`src/rtl/core/assert_macros.svh`:
```
// Assertion helper macros for the bit tree block.
// Included by modules that carry concurrent checks.
`ifndef ASSERT_MACROS_SVH
`define ASSERT_MACROS_SVH
`ifndef SYNTHESIS
`define CHK_IMPL(label, clk, rst_n, ante, cons) \
    label: assert property (@(posedge clk) disable iff (!rst_n) (ante) |-> (cons)) \
        else $error("check failed");
`define CHK_NEVER(label, clk, rst_n, cond) \
    label: assert property (@(posedge clk) disable iff (!rst_n) !(cond)) \
        else $error("check failed");
`else
`define CHK_IMPL(label, clk, rst_n, ante, cons)
`define CHK_NEVER(label, clk, rst_n, cond)
`endif
`endif

```
`src/rtl/core/btps_pkg.sv`:
```
// Shared types and constants for the bit tree predecessor/successor block.
// No dependencies.
package btps_pkg;
    localparam int LEAVES_DEF     = 1024;
    localparam int VALUE_BITS_DEF = 32;
    localparam int OP_W           = 3;
    localparam int KEY_W          = 10;
    localparam int IN_VALUE_W     = 32;
    localparam int COUNT_MAX      = 1023;

    localparam logic [OP_W-1:0] OP_INS_PRUNE = 3'd0;
    localparam logic [OP_W-1:0] OP_INSERT    = 3'd1;
    localparam logic [OP_W-1:0] OP_DELETE    = 3'd2;
    localparam logic [OP_W-1:0] OP_PRED      = 3'd3;
    localparam logic [OP_W-1:0] OP_SUCC      = 3'd4;

    typedef struct packed {
        logic [OP_W-1:0]              operation;
        logic [KEY_W-1:0]             key;
        logic signed [IN_VALUE_W-1:0] value;
    } in_item_t;

    typedef struct packed {
        logic                         found;
        logic [KEY_W-1:0]             found_key;
        logic signed [IN_VALUE_W-1:0] found_value;
        logic [KEY_W-1:0]             removed_count;
    } out_item_t;
endpackage

```
`src/rtl/core/btps_front.sv`:
```
// Front end: accepts items, classifies them, and queues them for the engine.
// Depends on btps_pkg and assert_macros.svh.
`include "assert_macros.svh"
module btps_front #(
    parameter int LEAVES = btps_pkg::LEAVES_DEF
) (
    input  logic              clk,
    input  logic              rst_n,
    input  logic              push,
    output logic              full,
    input  btps_pkg::in_item_t in_item,
    output logic              q_valid,
    input  logic              q_take,
    output btps_pkg::in_item_t q_item,
    output logic              q_noop
);
    localparam int DEPTH = 2;

    btps_pkg::in_item_t slot_reg [DEPTH];
    logic               noop_reg [DEPTH];
    logic               wp_reg, rp_reg;
    logic [1:0]         cnt_reg;
    logic               do_push, do_pop, noop_in;

    // Unknown codes and out of range keys produce an all-zero result.
    always_comb
    begin
        noop_in = (in_item.operation > btps_pkg::OP_SUCC)
            || ({22'd0, in_item.key} >= 32'(LEAVES));
    end

    assign full    = (cnt_reg == 2'(DEPTH));
    assign do_push = push && !full;
    assign q_valid = (cnt_reg != 2'd0);
    assign do_pop  = q_take && q_valid;
    assign q_item  = slot_reg[rp_reg];
    assign q_noop  = noop_reg[rp_reg];

    always_ff @(posedge clk)
    begin
        if (do_push)
        begin
            slot_reg[wp_reg] <= in_item;
            noop_reg[wp_reg] <= noop_in;
        end
    end

    always_ff @(posedge clk or negedge rst_n)
    begin
        if (!rst_n)
        begin
            wp_reg  <= 1'b0;
            rp_reg  <= 1'b0;
            cnt_reg <= 2'd0;
        end
        else
        begin
            if (do_push) wp_reg <= ~wp_reg;
            if (do_pop)  rp_reg <= ~rp_reg;
            cnt_reg <= cnt_reg + {1'b0, do_push} - {1'b0, do_pop};
        end
    end

    `CHK_NEVER(a_cnt_range, clk, rst_n, cnt_reg > 2'(DEPTH))
    `CHK_IMPL(a_ptr_eq, clk, rst_n, cnt_reg == 2'd0 || cnt_reg == 2'(DEPTH), wp_reg == rp_reg)
    `CHK_IMPL(a_ptr_ne, clk, rst_n, cnt_reg == 2'd1, wp_reg != rp_reg)
endmodule

```
`config.mk`:
```
export PLATFORM = sky130hd
export DESIGN_NAME = btps_front
export DESIGN_NICKNAME = d
export VERILOG_FILES = /design/src/rtl/core/btps_pkg.sv /design/src/rtl/core/btps_front.sv
export VERILOG_INCLUDE_DIRS = /design/src /design/src/rtl/core
export SDC_FILE = /design/constraint.sdc
export NUM_CORES = 1
export LEC_CHECK = 0
export ABC_AREA = 1
export BUFFER_PORTS_ARGS = -buffer_cell sky130_fd_sc_hd__buf_2
export CORE_MARGIN = 8
export CORE_UTILIZATION = 44
export DETAILED_ROUTE_END_ITERATION = 7
export GPL_TIMING_DRIVEN = 1
export PLACE_DENSITY = 0.69
export SLEW_MARGIN = 0
export SYNTH_ARGS = -nofsm -noshare
export SYNTH_HDL_FRONTEND = slang
export SYNTH_SLANG_ARGS = --single-unit
```
`constraint.sdc`:
```
create_clock -name clk -period 4.92 [get_ports clk]
set_clock_uncertainty 0.1 [all_clocks]
set_input_delay 0.246 -clock clk [delete_from_list [all_inputs] [get_ports clk]]
set_output_delay 0.246 -clock clk [all_outputs]
set_load 0.01 [all_outputs]
```
# Word level (Yosys, flattened, before mapping)
# Memory sizes are Yosys's and may differ from the RTL's.
# Cells that the tools add are included.
# W data, S select, Z words.
dict set report word_totals {
  regBits 4
  elab_cells 17
  ramBits 92
  latch_bits 0
  memories 2
  out_inout_bits 48
  rom_bits 0
}
# name words width rd rd_clocked_by_memory_dff write_ports line
set mem_list {}
lappend mem_list {slot_reg 2 45 1 0 1 btps_front.sv:19} ;# btps_pkg::in_item_t slot_reg [DEPTH];
lappend mem_list {noop_reg 2 1 1 0 1 btps_front.sv:20} ;# logic noop_reg [DEPTH];
dict set report classes {
  mux 2
  addsub 2
  div_mod_pow 0
  multipliers 0
  n_bitwise 2
  eq_ne 1
  magnitude_cmp 1
  n_reduce_logical 4
  n_shift 0
}
# cell count
set op_table {}
lappend op_table {{$gt A3 B3 Y1 const B} 1}
lappend op_table {{$add A2 B1 Y2} 1}
lappend op_table {{$eq A2 B2 Y1 const B} 1}
lappend op_table {{$logic_and A1 B1 Y1} 2}
lappend op_table {{$mux W1} 2}
lappend op_table {{$not A1 Y1} 2}
lappend op_table {{$reduce_bool A2 Y1} 1}
lappend op_table {{$sub A2 B1 Y2} 1}
lappend op_table {{$logic_not A1 Y1} 1}

# Logic depth before layout (Yosys ltp)
dict set report depth {
  ltp_word 5
  depth_mapped 10
  depth_no_buf 10
}

# Least setup slack after synthesis
# OpenSTA, ideal clock, no wires.
dict set report synth_timing {
  path_kind {register to register}
  startpoint {register cnt_reg[1]}
  endpoint {memory noop_reg[1] (enable)}
  path_slack_ns 1.880
  t_required_ns 4.371
  n_path_buf 0
  path_stages_with_launch 4
  t_arrival_ns 2.491
  period_less_slack_ns 3.040
  path_cell_list {dfrtp_1 -> nand2_1 -> nand2_1 -> nor2_1}
}
dict set report synth_between {
  elab_chain_cells 5
}
# item line
set synth_rtl {}
lappend synth_rtl {{start, declared} btps_front.sv:22} ;# logic [1:0] cnt_reg;
lappend synth_rtl {{start signal, assigned} btps_front.sv:60} ;# cnt_reg <= cnt_reg + {1'b0, do_push} - {1'b0, do_pop};
lappend synth_rtl {{$eq A2 B2 Y1} btps_front.sv:32} ;# assign full = (cnt_reg == 2'(DEPTH));
lappend synth_rtl {{$logic_not A1 Y1} btps_front.sv:33} ;# assign do_push = push && !full;
lappend synth_rtl {{$logic_and A1 B1 Y1} btps_front.sv:33}
lappend synth_rtl {{$mux W1} btps_front.sv:41} ;# if (do_push)
lappend synth_rtl {{$mux W1 (not written as such)} btps_front.sv:44} ;# noop_reg[wp_reg] <= noop_in;
lappend synth_rtl {{end, declared} btps_front.sv:20}
# No other way between the ends.

==> impl_results.md <==
* Status: completed
* GR Overflow Total at 0
* Io pins at 97
* Maximum capacitance violations at 0
* Fin crit period at 2.46 ns
* Initial DRC Count at 97
* Final hold vios at 0
* R2R Path End: slot_reg[0][19]
* Netlist Area Pre-Place at 3610 um2
* Post-synthesis cell count at 274
* CP endpoint kind: primary output
* First-pass GRT wire length at 11.6 mm
* Placed Instance Area at 4150 um2
* Hold Path End: rp_reg
* Cts repair resizes at 0
* FF-to-FF setup slack at 3.03 ns
* Port Buffers at 96
* Maximum clock rate at approximately 410 MHz
* Hold Path Stages at 3
* P_leak at 0.00209 uW
* Syn Area/Cell at roughly 13 um2
* Initial core utilization at 0.446
* CP max FO at 48
* Max rail drop VDD at 0.267 mV
* Setup TNS at 0 ns
* Sequential area share after synthesis at 0.793
* CP Class: reg -> out
* Clock Pin Slew Worst Setup and Hold Paths at approximately 0.09 ns
* Row cnt at 33
* GRT Util Overall at 0.130
* Area of the multi-input gates at between 600 and 700 um2
* Max Slew Vio Count at 0
* Initial antenna violation count at 0
* Hold wc startpoint: q_take
* Met3 Use GR at 0.0582
* Unrepaired setup endpoints after global routing: no
* DIE HEIGHT at approximately 110 um
* Layout area overhead at 32.3%
* Pwr per Cell Area at 513 nW/um2
* Total CTS buffers at 9
* Die width at 107 um
* CP Launch Type: flop
* CTS Sinks at between 90 and 100
* Slew margin rel. at 0.323
* Synth Register Bits at 96
* Final Cycle Share at 0.499
* # DRC at 0
* WP data required at 4.57 ns
* # fillers at about 650
* R2R Path Start: cnt_reg[1]
* Path depth of the worst reg2reg path at 3
* Drt total wl at 7.21 mm
* Full die area at 11400 um2
* Yosys warns at 0
* Vias per cell at 4.48
* Clk_lat worst skew at 0.35 ns
* Core box area at 8090 um2
* Ratio of cells with drive above 1 in the final layout at 0.271
* DP Wirelength at about 4.2 mm
* RD Place Congestion at 0.710
* Avg WL per Cell at 13.6 um
* Post-route design area at 4780 um2
* H-tree depth at 3
* Net Count, Synth at about 330
* Final setup viols at 0
* CTS tree: yes
* Synth unique cells at 12
* Vias in the first global route at 2490
* Final nets at 470
* Gr busiest metal: met2
* Detail Route Antenna Nets at 0
* Antenna Cells at 0
* Worst Path Arrival at 2.11 ns
* CTS root buffer: clkbuf_8
* Hold/Removal Path Class: in -> reg
* M1 GR Usage at 0.142
* Met2 Usage GRT at 0.214
* Largest net degree at the start of global routing at 49
* Max reg flops at 90
* Worst slew pin tran at slightly above 1 ns
* Drt first pass iters at 4
* CTS max path bufs at 2
* Register area at 2860 um2
* Vias at between 2k and 2.5k
logic make-up (layout without fill, tap and decap cells):
logic type | count (synthesis) | in the layout | synth area share
and+or+nand+nor | 155 | 155 | 0.162
buffers and inverters | 20 | 170 | 0.0360
DFF | 96 | 96 | 0.793
AOI/OAI and AO/OA | 1 | 1 | 0.00208
adders and majority gates | 2 | 2 | 0.00693
placed cells by master (no fill, tap or decap):
master         count
nand2_1          151
buf_2             96
edfxtp_1          92
dlygate4sd3_1     46
clkbuf_8           9
inv_1              8
nand3_1            3
dfrtp_1            3
inv_2              2
ha_1               2
clkinvlp_4         2
clkinv_1           2
buf_4              2
o21a_1             1
nor2_4             1
clkbuf_1           1
clkinv_2           1
clkinv_4           1
dfrtp_2            1
final cells by class:
cell class,instances,share of cell area
sequential,96,0.599
clock inverter,6,0.00759
clock buffer,10,0.0267
tap,105,0.0275
inverter,10,0.00786
multi-input combinational,158,0.131
timing repair buffer,144,0.200
cell usage after synthesis:
master / count / share of area
buf_2: 2 / 0.0028
buf_4: 2 / 0.0042
buf_6: 6 / 0.019
dfrtp_1: 4 / 0.028
edfxtp_1: 92 / 0.77
ha_1: 2 / 0.0069
inv_1: 9 / 0.0094
inv_2: 1 / 0.0010
nand2_1: 151 / 0.16
nand3_1: 3 / 0.0042
nor2_1: 1 / 0.0010
o21a_1: 1 / 0.0021
power breakdown:
part | switching [uW] | leakage, uW | internal (uW) | total, uW
sequential | 41.1 | 0.000903 | 1120 | 1160
combinational | 573 | 0.00111 | 292 | 865
clock | 249 | 0.0000773 | 180 | 429
total | 863 | 0.00209 | 1590 | 2450
metrics by stage:
stage / hold WS (ns) / worst slack, ns / total power (uW) / std cells / utilization
floorplan: -0.150 / 1.88 / 1730 / 274 / -
global placement: -0.0446 / 2.87 / 2020 / 467 / 0.513
detailed placement: -0.0410 / 2.83 / 2030 / 467 / 0.513
CTS: 0.0305 / 2.43 / 2490 / 529 / 0.590
global route: 0.0541 / 2.24 / 2630 / 529 / 0.590
finish: 0.0479 / 2.46 / 2450 / 529 / 0.590
worst max-delay path by stage:
stage,from,to,cells after the start
2_1_floorplan,cnt_reg[1],noop_reg[1],3
3_3_place_gp,rp_reg,q_item[41],5
3_5_place_dp,rp_reg,q_item[44],5
4_1_cts,rp_reg,q_item[44],5
5_1_grt,rp_reg,q_item[40],5
6_report,rp_reg,q_item[44],5
worst max-delay path, cell delays in order, from the launching register on:
cell	delay, ns
dfrtp_2	0.39
buf_4	0.29
inv_2	0.66
nand2_1	0.13
nand2_1	0.12
buf_2	0.14
timing repair:
| action | CTS | global route |
|---|---|---|
| setup buffers | 0 | 0 |
| hold endpoints to repair | 93 | 0 |
| hold buffers | 46 | 0 |
metal layers:
metal / share of wire / up-vias
li1: - / 1199
met2: 0.50 / 90
met1: 0.39 / 1066
met3: 0.092 / 14
met5: 0 / -
met4: 0.019 / 0
Note: power is estimated with default switching activity, not from simulation.
